[config.mk]
export PLATFORM = sky130hd
export DESIGN_NAME = base64_stream_decoder
export DESIGN_NICKNAME = d
export VERILOG_FILES = /design/src/rtl/core/b64d_pkg.sv /design/src/rtl/core/b64d_front.sv /design/src/rtl/core/b64d_queue.sv /design/src/rtl/core/b64d_back.sv /design/src/rtl/core/base64_stream_decoder.sv
export SDC_FILE = /design/constraint.sdc
export NUM_CORES = 1
export LEC_CHECK = 0
export ABC_AREA = 1
export BUFFER_PORTS_ARGS = -buffer_cell sky130_fd_sc_hd__buf_2
export CAP_MARGIN = 20
export CORE_MARGIN = 4
export CORE_UTILIZATION = 55
export DETAILED_ROUTE_END_ITERATION = 10
export GPL_ROUTABILITY_DRIVEN = 0
export GPL_TIMING_DRIVEN = 0
export PLACE_DENSITY = 0.74
export SYNTH_ARGS = -nofsm -noshare
export SYNTH_HDL_FRONTEND = slang
export SYNTH_SLANG_ARGS = --single-unit
[constraint.sdc]
create_clock -name clk -period 2.5 [get_ports clk]
set_input_delay 0.25 -clock clk [delete_from_list [all_inputs] [get_ports clk]]
set_output_delay 0.25 -clock clk [all_outputs]
set_load 0.05 [all_outputs]
[src/rtl/core/b64d_pkg.sv]
// Shared types, codes and the character classifier for the Base64 stream decoder.
// No dependencies. Imported by every module under rtl/core.
`default_nettype none

package b64d_pkg;

  // Queue between front and back.
  localparam int unsigned QueueDepth = 4;
  localparam int unsigned QueuePtrW  = $clog2(QueueDepth);
  localparam int unsigned QueueCntW  = $clog2(QueueDepth + 1);

  // Alphabet anchors.
  localparam logic [7:0] ChUpperA = 8'h41;
  localparam logic [7:0] ChUpperZ = 8'h5a;
  localparam logic [7:0] ChLowerA = 8'h61;
  localparam logic [7:0] ChLowerZ = 8'h7a;
  localparam logic [7:0] ChDigit0 = 8'h30;
  localparam logic [7:0] ChDigit9 = 8'h39;
  localparam logic [7:0] ChPlus   = 8'h2b;
  localparam logic [7:0] ChSlash  = 8'h2f;
  localparam logic [7:0] ChPad    = 8'h3d;

  // Class of one text character.
  typedef enum logic [1:0] {
    SYM_VALUE,
    SYM_PAD,
    SYM_BAD
  } sym_kind_t;

  // End-of-stream status codes.
  typedef enum logic [1:0] {
    ST_OK       = 2'd0,
    ST_BAD_CHAR = 2'd1,
    ST_BAD_LEN  = 2'd2,
    ST_BAD_PAD  = 2'd3
  } status_t;

  // One classified character as it travels through the queue.
  typedef struct packed {
    sym_kind_t  kind;
    logic [5:0] value;
    logic       last;
  } sym_item_t;

  // Map one character to its class and 6-bit value.
  function automatic sym_item_t classify(input logic [7:0] ch, input logic last);
    sym_item_t r;
    r.kind  = SYM_BAD;
    r.value = 6'd0;
    r.last  = last;
    if (ch >= ChUpperA && ch <= ChUpperZ) begin
      r.kind  = SYM_VALUE;
      r.value = 6'(ch - ChUpperA);
    end else if (ch >= ChLowerA && ch <= ChLowerZ) begin
      r.kind  = SYM_VALUE;
      r.value = 6'(ch - ChLowerA + 8'd26);
    end else if (ch >= ChDigit0 && ch <= ChDigit9) begin
      r.kind  = SYM_VALUE;
      r.value = 6'(ch - ChDigit0 + 8'd52);
    end else if (ch == ChPlus) begin
      r.kind  = SYM_VALUE;
      r.value = 6'd62;
    end else if (ch == ChSlash) begin
      r.kind  = SYM_VALUE;
      r.value = 6'd63;
    end else if (ch == ChPad) begin
      r.kind  = SYM_PAD;
    end
    return r;
  endfunction

endpackage

`default_nettype wire

[src/rtl/core/b64d_front.sv]
// Front end: accepts text characters and classifies them into queue items.
// Depends on b64d_pkg (classify, sym_item_t).
`default_nettype none

module b64d_front
  import b64d_pkg::*;
(
  input  wire logic       in_tvalid,
  output logic            in_tready,
  input  wire logic [7:0] in_tdata,   // text_char
  input  wire logic       in_tlast,   // end_of_text
  input  wire logic       q_full,
  output logic            q_push,
  output sym_item_t       q_wdata
);

  // Take a character whenever the queue has room.
  assign in_tready = ~q_full;
  assign q_push    = in_tvalid & ~q_full;

  // Classify the incoming character.
  assign q_wdata = classify(in_tdata, in_tlast);

endmodule

`default_nettype wire

[src/rtl/core/b64d_queue.sv]
// Small register queue between the front and back of the decoder.
// Depends on b64d_pkg (QueueDepth, sym_item_t).
`default_nettype none

module b64d_queue
  import b64d_pkg::*;
(
  input  wire logic      clk,
  input  wire logic      rst_n,
  input  wire logic      push,
  input  wire sym_item_t wdata,
  input  wire logic      pop,
  output sym_item_t      rdata,
  output logic           full,
  output logic           empty
);

  sym_item_t               mem_r [QueueDepth];
  logic [QueuePtrW-1:0]    wptr_r, wptr_nxt;
  logic [QueuePtrW-1:0]    rptr_r, rptr_nxt;
  logic [QueueCntW-1:0]    cnt_r, cnt_nxt;

  assign full  = (cnt_r == QueueCntW'(QueueDepth));
  assign empty = (cnt_r == '0);
  assign rdata = mem_r[rptr_r];

  // Advance pointers and count.
  always_comb begin
    wptr_nxt = push ? QueuePtrW'(wptr_r + 1'b1) : wptr_r;
    rptr_nxt = pop  ? QueuePtrW'(rptr_r + 1'b1) : rptr_r;
    cnt_nxt  = cnt_r;
    if (push && !pop) begin
      cnt_nxt = QueueCntW'(cnt_r + 1'b1);
    end else if (pop && !push) begin
      cnt_nxt = QueueCntW'(cnt_r - 1'b1);
    end
  end

  always_ff @(posedge clk) begin
    if (!rst_n) begin
      wptr_r <= '0;
      rptr_r <= '0;
      cnt_r  <= '0;
    end else begin
      wptr_r <= wptr_nxt;
      rptr_r <= rptr_nxt;
      cnt_r  <= cnt_nxt;
    end
  end

  // Store entries.
  always_ff @(posedge clk) begin
    if (push) begin
      mem_r[wptr_r] <= wdata;
    end
  end

  a_no_overflow: assert property (@(posedge clk) disable iff (!rst_n) !(push && full))
    else $error("queue written while full");
  a_no_underflow: assert property (@(posedge clk) disable iff (!rst_n) !(pop && empty))
    else $error("queue read while empty");
  a_count_tracks: assert property (@(posedge clk) disable iff (!rst_n)
    ((wptr_r - rptr_r) == cnt_r[QueuePtrW-1:0]))
    else $error("queue count disagrees with pointers");

endmodule

`default_nettype wire

[src/rtl/core/b64d_back.sv]
// Back end: quad packing, error tracking and the output register.
// Depends on b64d_pkg (sym_item_t, status_t).
`default_nettype none

module b64d_back
  import b64d_pkg::*;
(
  input  wire logic       clk,
  input  wire logic       rst_n,
  input  wire logic       q_empty,
  input  wire sym_item_t  q_rdata,
  output logic            q_pop,
  output logic            out_tvalid,
  input  wire logic       out_tready,
  output logic [7:0]      out_tdata,  // data_byte
  output logic [2:0]      out_tuser,  // [0] byte_valid, [2:1] status
  output logic            out_tlast   // end_of_stream
);

  logic [1:0] pos_r, pos_nxt;
  logic [5:0] pend_r, pend_nxt;
  status_t    err_r, err_nxt;
  logic [1:0] pad_r, pad_nxt;

  logic       ov_r, ov_nxt;
  logic [7:0] obyte_r, obyte_nxt;
  logic       obv_r, obv_nxt;
  logic       olast_r, olast_nxt;
  status_t    ost_r, ost_nxt;

  logic       load_ok;
  logic       have;
  logic [7:0] byte_v;
  logic [1:0] pos_inc;
  status_t    st_v;
  sym_item_t  it;

  // Pop whenever the output register is free or being drained.
  assign load_ok = ~ov_r | out_tready;
  assign q_pop   = ~q_empty & load_ok;
  assign it      = q_rdata;
  assign pos_inc = 2'(pos_r + 1'b1);

  // Decode one symbol against the quad state.
  always_comb begin
    pend_nxt = pend_r;
    err_nxt  = err_r;
    pad_nxt  = pad_r;
    have     = 1'b0;
    byte_v   = 8'd0;
    case (it.kind)
      SYM_BAD: begin
        err_nxt = ST_BAD_CHAR;
      end
      SYM_PAD: begin
        if ((pos_r < 2'd2 || (pad_r != 2'd0 && pos_r == 2'd2)) && err_r == ST_OK) begin
          err_nxt = ST_BAD_PAD;
        end
        if (pad_r != 2'd3) begin
          pad_nxt = 2'(pad_r + 1'b1);
        end
      end
      SYM_VALUE: begin
        if (pad_r != 2'd0) begin
          if (err_r == ST_OK) begin
            err_nxt = ST_BAD_PAD;
          end
        end else begin
          case (pos_r)
            2'd0: begin
              pend_nxt = it.value;
            end
            2'd1: begin
              byte_v   = {pend_r, it.value[5:4]};
              pend_nxt = {2'b00, it.value[3:0]};
              have     = 1'b1;
            end
            2'd2: begin
              byte_v   = {pend_r[3:0], it.value[5:2]};
              pend_nxt = {4'b0000, it.value[1:0]};
              have     = 1'b1;
            end
            default: begin
              byte_v   = {pend_r[1:0], it.value};
              pend_nxt = 6'd0;
              have     = 1'b1;
            end
          endcase
        end
      end
      default: begin
        err_nxt = err_r;
      end
    endcase

    // Final status from the updated error and position.
    if (err_nxt != ST_OK) begin
      st_v = err_nxt;
    end else if (pos_inc != 2'd0) begin
      st_v = ST_BAD_LEN;
    end else begin
      st_v = ST_OK;
    end

    pos_nxt = pos_inc;
    // Return to the idle state after the closing character.
    if (it.last) begin
      pos_nxt  = 2'd0;
      pend_nxt = 6'd0;
      err_nxt  = ST_OK;
      pad_nxt  = 2'd0;
    end
  end

  // Output register: load a result, or drop the valid once transferred.
  always_comb begin
    ov_nxt    = ov_r & ~out_tready;
    obyte_nxt = obyte_r;
    obv_nxt   = obv_r;
    olast_nxt = olast_r;
    ost_nxt   = ost_r;
    if (q_pop && (have || it.last)) begin
      ov_nxt    = 1'b1;
      obyte_nxt = byte_v;
      obv_nxt   = have;
      olast_nxt = it.last;
      ost_nxt   = it.last ? st_v : ST_OK;
    end
  end

  always_ff @(posedge clk) begin
    if (!rst_n) begin
      pos_r  <= 2'd0;
      pend_r <= 6'd0;
      err_r  <= ST_OK;
      pad_r  <= 2'd0;
      ov_r   <= 1'b0;
    end else begin
      if (q_pop) begin
        pos_r  <= pos_nxt;
        pend_r <= pend_nxt;
        err_r  <= err_nxt;
        pad_r  <= pad_nxt;
      end
      ov_r <= ov_nxt;
    end
  end

  always_ff @(posedge clk) begin
    obyte_r <= obyte_nxt;
    obv_r   <= obv_nxt;
    olast_r <= olast_nxt;
    ost_r   <= ost_nxt;
  end

  assign out_tvalid = ov_r;
  assign out_tdata  = obyte_r;
  assign out_tuser  = {ost_r, obv_r};
  assign out_tlast  = olast_r;

  a_result_has_content: assert property (@(posedge clk) disable iff (!rst_n)
    ov_r |-> (obv_r || olast_r))
    else $error("result without byte or end of stream");
  a_status_only_at_end: assert property (@(posedge clk) disable iff (!rst_n)
    (ov_r && !olast_r) |-> (ost_r == ST_OK))
    else $error("status set on a result that does not close the stream");
  a_clear_after_end: assert property (@(posedge clk) disable iff (!rst_n)
    (q_pop && it.last) |=> (pos_r == 2'd0 && pad_r == 2'd0 && err_r == ST_OK))
    else $error("state not cleared after end of text");
  a_no_pop_when_blocked: assert property (@(posedge clk) disable iff (!rst_n)
    (ov_r && !out_tready) |-> !q_pop)
    else $error("symbol taken while result register is held");

endmodule

`default_nettype wire

[src/rtl/core/base64_stream_decoder.sv]
// Top level of the Base64 stream decoder: front classifier, queue, back packer.
// Depends on b64d_pkg, b64d_front, b64d_queue, b64d_back.
//
//  channel | dir | tdata              | tuser                      | tlast
//  in_     | in  | [7:0] text_char    | -                          | end_of_text
//  out_    | out | [7:0] data_byte    | [0] byte_valid [2:1] status | end_of_stream
//
// One character per cycle sustained while the queue is not full. With the queue empty, a
// transferred character is written into the queue, then packed into the output register,
// from which its result can transfer out.
// Reset clears the queue, quad state and output valid; no clearing pass.
// A stalled output holds its register; the four-entry queue absorbs input meanwhile,
// and in_tready drops only when the queue is full.
`default_nettype none

module base64_stream_decoder
  import b64d_pkg::*;
(
  input  wire logic       clk,
  input  wire logic       rst_n,
  input  wire logic       in_tvalid,
  output logic            in_tready,
  input  wire logic [7:0] in_tdata,   // text_char
  input  wire logic       in_tlast,   // end_of_text
  output logic            out_tvalid,
  input  wire logic       out_tready,
  output logic [7:0]      out_tdata,  // data_byte
  output logic [2:0]      out_tuser,  // [0] byte_valid, [2:1] status
  output logic            out_tlast   // end_of_stream
);

  logic      q_push;
  logic      q_pop;
  logic      q_full;
  logic      q_empty;
  sym_item_t q_wdata;
  sym_item_t q_rdata;

  b64d_front u_front (
    .in_tvalid (in_tvalid),
    .in_tready (in_tready),
    .in_tdata  (in_tdata),
    .in_tlast  (in_tlast),
    .q_full    (q_full),
    .q_push    (q_push),
    .q_wdata   (q_wdata)
  );

  b64d_queue u_queue (
    .clk   (clk),
    .rst_n (rst_n),
    .push  (q_push),
    .wdata (q_wdata),
    .pop   (q_pop),
    .rdata (q_rdata),
    .full  (q_full),
    .empty (q_empty)
  );

  b64d_back u_back (
    .clk        (clk),
    .rst_n      (rst_n),
    .q_empty    (q_empty),
    .q_rdata    (q_rdata),
    .q_pop      (q_pop),
    .out_tvalid (out_tvalid),
    .out_tready (out_tready),
    .out_tdata  (out_tdata),
    .out_tuser  (out_tuser),
    .out_tlast  (out_tlast)
  );

endmodule

`default_nettype wire

Yosys cells after proc, flatten, opt, wreduce, memory -nomap -nowiden --
Memory sizes are Yosys's and may differ from the RTL's. A register that Yosys moved wholly into a read port is not among the register bits. Cells that the tools add are included.
Word-level totals: flip-flop bits (word level) 32, bits in writable memories 36, output and inout port bits 14, memories 1
Operators by class: $add $sub $neg 11, order comparisons 7, equality and inequality tests 10, mux-type cells 33, bitwise operators 9, reductions and logical operators 26
Memories:
- u_queue.mem_r | words 4, width 9, read ports 1, clocked after memory_dff 1, write ports 1, RTL line b64d_queue.sv:18 | sym_item_t mem_r [QueueDepth];
Operators by type and width (number):
- two-way mux 8 bit | 4
- two-way mux 2 bit | 14
- == test 8 x 6 -> 1 bit, second input constant | 3
- two-way mux 6 bit | 4
- one-hot mux 8 bit (3 select lines) | 1
- one-hot mux 6 bit (3 select lines) | 1
- greater-or-equal comparator 8 x 7 -> 1 bit, second input constant | 2
- <= comparator 8 x 7 -> 1 bit, second input constant | 2
- nonzero test 2 bit | 7
- subtractor 6 bit, second input constant | 2
- adder 2 x 1 -> 2 bit, second input constant | 4
- greater-or-equal comparator 8 x 6 -> 1 bit, second input constant | 1
- <= comparator 8 x 6 -> 1 bit, second input constant | 1
- logical AND 1 bit | 8
- adder 6 x 5 -> 6 bit, second input constant | 1
- adder 6 bit, second input constant | 1
- zero test 2 bit | 3
- two-way mux 1 bit | 6
- two-way mux 3 bit | 2
- one-hot mux 2 bit (3 select lines) | 1
- AND reduction 3 bit | 2
- subtractor 6 x 1 -> 6 bit, second input constant | 1
- inverter 1 bit | 5
- == test 2 x 1 -> 1 bit, second input constant | 2
- 13 further kinds | 18

Longest topological paths before layout --
depth in word-level cells 8, gate-level depth with buffers 12

Hierarchy --
A second synthesis with hierarchy kept.
Second synthesis, totals: cell total of the unflattened synthesis 448, area, all modules 4048.9 um^2
By module, submodules not included:
- b64d_queue | instances 1, cells an instance 144, area an instance 1878.1 um^2
- b64d_back | instances 1, cells an instance 165, area an instance 1385.1 um^2
- b64d_front | instances 1, cells an instance 139, area an instance 785.8 um^2

Worst setup path after synthesis --
Ideal clock, no wire load.
kind register -> register, from reg u_queue.cnt_r[0], to reg u_queue.cnt_r[1], setup time 0.120 ns, arrival time 2.150 ns, required time 2.380 ns, slack 0.230 ns, stages on the path, launching flop included 10, buffers on the path 0, path through dfxtp_1 -> inv_1 -> nand3_1 -> nand2_1 -> inv_1 -> ha_1 -> inv_1 -> fa_1 -> o21ai_0 -> a21oi_1
RTL lines:
- from (decl) | RTL line b64d_queue.sv:21 | logic [QueueCntW-1:0] cnt_r, cnt_nxt;
- from (signal assigned) | RTL line b64d_queue.sv:47 | cnt_r <= cnt_nxt;
- == test 3 bit | RTL line b64d_queue.sv:23 | assign full = (cnt_r == QueueCntW'(QueueDepth));
- inverter 1 bit
- net in_tready | RTL line base64_stream_decoder.sv:22 | output logic in_tready,
- bitwise AND 1 bit | RTL line b64d_front.sv:19 | assign q_push = in_tvalid & ~q_full;
- net q_push | RTL line base64_stream_decoder.sv:32 | logic q_push;
- logical AND 1 bit | RTL line b64d_queue.sv:32 | if (push && !pop) begin
- two-way mux 3 bit | RTL line b64d_queue.sv:32
- net u_queue.cnt_nxt[1] | RTL line b64d_queue.sv:21
The timed path passes the listed nets, and every way through them passes these cells. The select of a mux whose other input is x is not followed. A chain may end at the register's enable or synchronous reset.

Final worst setup path --
from reg u_queue.cnt_r[0], to reg u_queue.cnt_r[1]
On the way: cells in the longest elaborated chain, start to end 6
RTL lines (RTL line):
- branches (longest 5 deep; another with subtractor 3 x 1 -> 3 bit)
- two-way mux 3 bit * | b64d_queue.sv:32
- net u_queue.cnt_nxt[1] | b64d_queue.sv:21
Mark *: on every way through the listed nets, which the timed path passes. The select of a mux whose other input is x is not followed.

==> results_dict.tcl <==
set metrics [dict create \
    cp-startpoint "u_queue.cnt_r[0]" \
    slew_violations 0 \
    p_total_mw 4.977 \
    wl_per_cell_microns 12.90 \
    cpMostUsedCell "inv_1" \
    synth.most_common_cell "nand2_1" \
    ys_types 34 \
    post_cts_buffers 0 \
    synthTopCellsByArea "edfxtp_1 37%, dfxtp_1 11%, nand2_1 10%, ha_1 6.7%, nand3_1 6.4%" \
    drc 0 \
    cts_hold_buf 0 \
    h-tree-depth 3 \
    ctsResizeCount 0 \
    synth_common_cells "107 x nand2_1, 58 x inv_1, 50 x nand3_1, 48 x edfxtp_1, 41 x nor2_1" \
    grt_max_degree 13 \
    rows 30 \
    crit_chain "inv_1 > a31oi_4 > inv_1 > ha_1 > inv_1 > fa_1 > o21ai_0 > a21oi_1" \
    die_h_microns 92.34 \
    async_flop_share_pct 0 \
    dieWidth_microns 92.34 \
    r2r-end "u_queue.cnt_r[1]" \
    nNetsFinal 527 \
    rsz0062_at_grt "no" \
    ys_ff_latch 70 \
    max_cap_violations 0 \
    synth_fp_nets 492 \
    core-area_sq_um 6869 \
    cp_max_fo 5 \
    clk_path_buf_depth 2 \
    final_area_sq_um 4345 \
    critPathLaunchType "register" \
    synth.yosys.warnings 0 \
    diodes 0 \
    hpwlAfterDp_microns 5728 \
    max_stage_delay_ns 0.42 \
    grt_util_all_layers_pct 19.10 \
    ir_drop_mv 0.4687 \
    crit_slowest_cell "fa_1" \
    hold_viol 0 \
    cts_buffers 9 \
    timing.critical_path.depth 8 \
    wl_met1_microns 3473 \
    synth.top_cell.area_share_pct 36.84 \
    grt_pass1_vias 2867 \
    root_buffer "clkbuf_8" \
    cp.required_ns 2.74 \
    worst_pin_slew_ns 0.9464 \
    layout-drive-gt1-share_pct 13.08 \
    finClkSkew_ns 0.01363 \
    met2_length_microns 3698 \
    routed.top_layer "met4" \
    die-area_sq_um 8527 \
    outcome "finished, final reports clean" \
    clkTransAtPathRegs_ns 0.08 \
    endpoint "u_queue.cnt_r[1]" \
    layout-area-overhead-vs-synth_pct 11.06 \
    synth_enable_flop_cells 48 \
    synthCells 457 \
    met3_length_microns 322 \
    r2r_start "u_queue.cnt_r[0]" \
    syn_area_per_cell_sq_um 8.561 \
    io_buffers 24 \
    setup_tns_ns 0 \
    slew_headroom_pct 36.68 \
    p_leak_nw 1.874 \
    crit_arrival_ns 2.26 \
    initial_core_util_pct 56.96 \
    synth_area_leader_cell "edfxtp_1" \
    rrSetupSlack_ns 0.48 \
    placed_area_sq_um 4153 \
    fill_cells 575 \
    ant_nets 0 \
    cts_tree "built" \
    period_needed_ns 2.016 \
    critPathBufInv 3 \
    cp-end-kind "register" \
    synthesis.area_sq_um 3913 \
    drt_pass1_iterations 4 \
    crit_family "adder cells" \
    vias 3075 \
    worstSetupPathType "register to register" \
    yosysSeqAreaShare_pct 48.10 \
    drt_wl_total_microns 7647 \
    setup_viol 0 \
    power.density_nw_per_um2 1145 \
    grt_pass1_wl_microns 12890 \
    pin_count 27 \
    hp-class "primary input to register" \
    antenna_found_initial 0 \
    max_freq_mhz 496.1 \
    gr-total-overflow 0 \
    cts_sinks 70 \
    drt_iter0_drc 169 \
    clk_latency_ns 0.35 \
    synth_ff_type "edfxtp_1" \
    viasPerCell 5.185 \
    r2r_cells 8 \
    post-route-period-util_pct 80.63 \
]
through the flow:
step	std cells	utilization [%]	hold WS [ns]	setup WS, ns
finish	593	63.26	0.1300	0.4843
global route	593	63.26	0.1361	0.3182
CTS	593	63.26	0.1163	0.4751
detailed placement	577	60.46	0.4585	0.4508
global placement	577	60.46	0.4442	0.5099
floorplan	457	-	0.3489	0.2300
how the worst min path moves through the flow:
stage / slack (ns) / endpoint / depth (start not counted) / start
4_1_cts: 0.12 / u_queue.mem_r[3][0] / 1 / in_tlast
6_report: 0.13 / u_queue.mem_r[3][0] / 1 / in_tlast
5_1_grt: 0.14 / u_queue.mem_r[3][0] / 1 / in_tlast
3_5_place_dp: 0.46 / register / 2 / u_queue.rptr_r[1]
2_1_floorplan: 0.35 / u_queue.mem_r[0][0] / 0 / in_tlast
3_3_place_gp: 0.44 / register / 2 / u_queue.rptr_r[1]
placed cells by master, fill, tap and decap left out, drive strengths merged, types with 7 or more instances in the layout:
master / netlist / routed
nor2: 41 / 41
a21oi: 35 / 35
inv: 60 / 61
edfxtp: 48 / 48
ha: 21 / 21
o21ai: 22 / 22
nand3: 53 / 53
buf: 11 / 35
xor2: 7 / 7
clkbuf: 1 / 12
nand2: 114 / 114
dfxtp: 22 / 22
report_power, final:
group,leakage (nW),internal (mW),switching [mW]
registers,0.629,1.60,0.122
clock network,0.105,0.444,0.427
logic,1.14,0.683,1.70
sequential cells by signal, summed over array words and instances, names as in the netlist, named ones only:
signal             flops
u_queue.mem_r         36
u_back.out_tdata       8
u_back.obv_r           1
u_queue.rptr_r         2
u_back.out_tvalid      1
u_queue.wptr_r         2
u_queue.cnt_r          3
u_back.out_tlast       1
u_back.pend_r          6
u_back.err_r           2
u_back.pos_r           2
u_back.ost_r           2
u_back.pad_r           2
cells by family after synthesis:
kind of cell             share of synthesized area [%]
AO/OA/AOI/OAI                                    9.882
XOR/XNOR                                         1.567
adder cells (fa/ha/maj)                          7.227
buffers and inverters                            8.538
flip-flops                                       48.10
AND/OR/NAND/NOR                                  24.69
area by class of cell:
class	count	area [sq um]	share of cell area (%)
Buffer	12	100.1	2.303
Clock buffer	11	162.7	3.743
Clock inverter	5	30.03	0.6910
Inverter	61	234.0	5.384
Multi-Input combinational cell	314	1697	39.04
Sequential cell	70	1882	43.31
Tap cell	96	120.1	2.764
Timing Repair Buffer	24	120.1	2.764
layer usage:
| layer | vias to the layer above | global-route usage, % |
|---|---|---|
| met1 | 1401 | 23.66 |
| met4 | 0 | 8.540 |
| met3 | 12 | 3.493 |
| li1 | 1580 | - |
| met2 | 82 | 32.45 |
| met5 | - | 0 |
(Power assumes the default switching activity.)
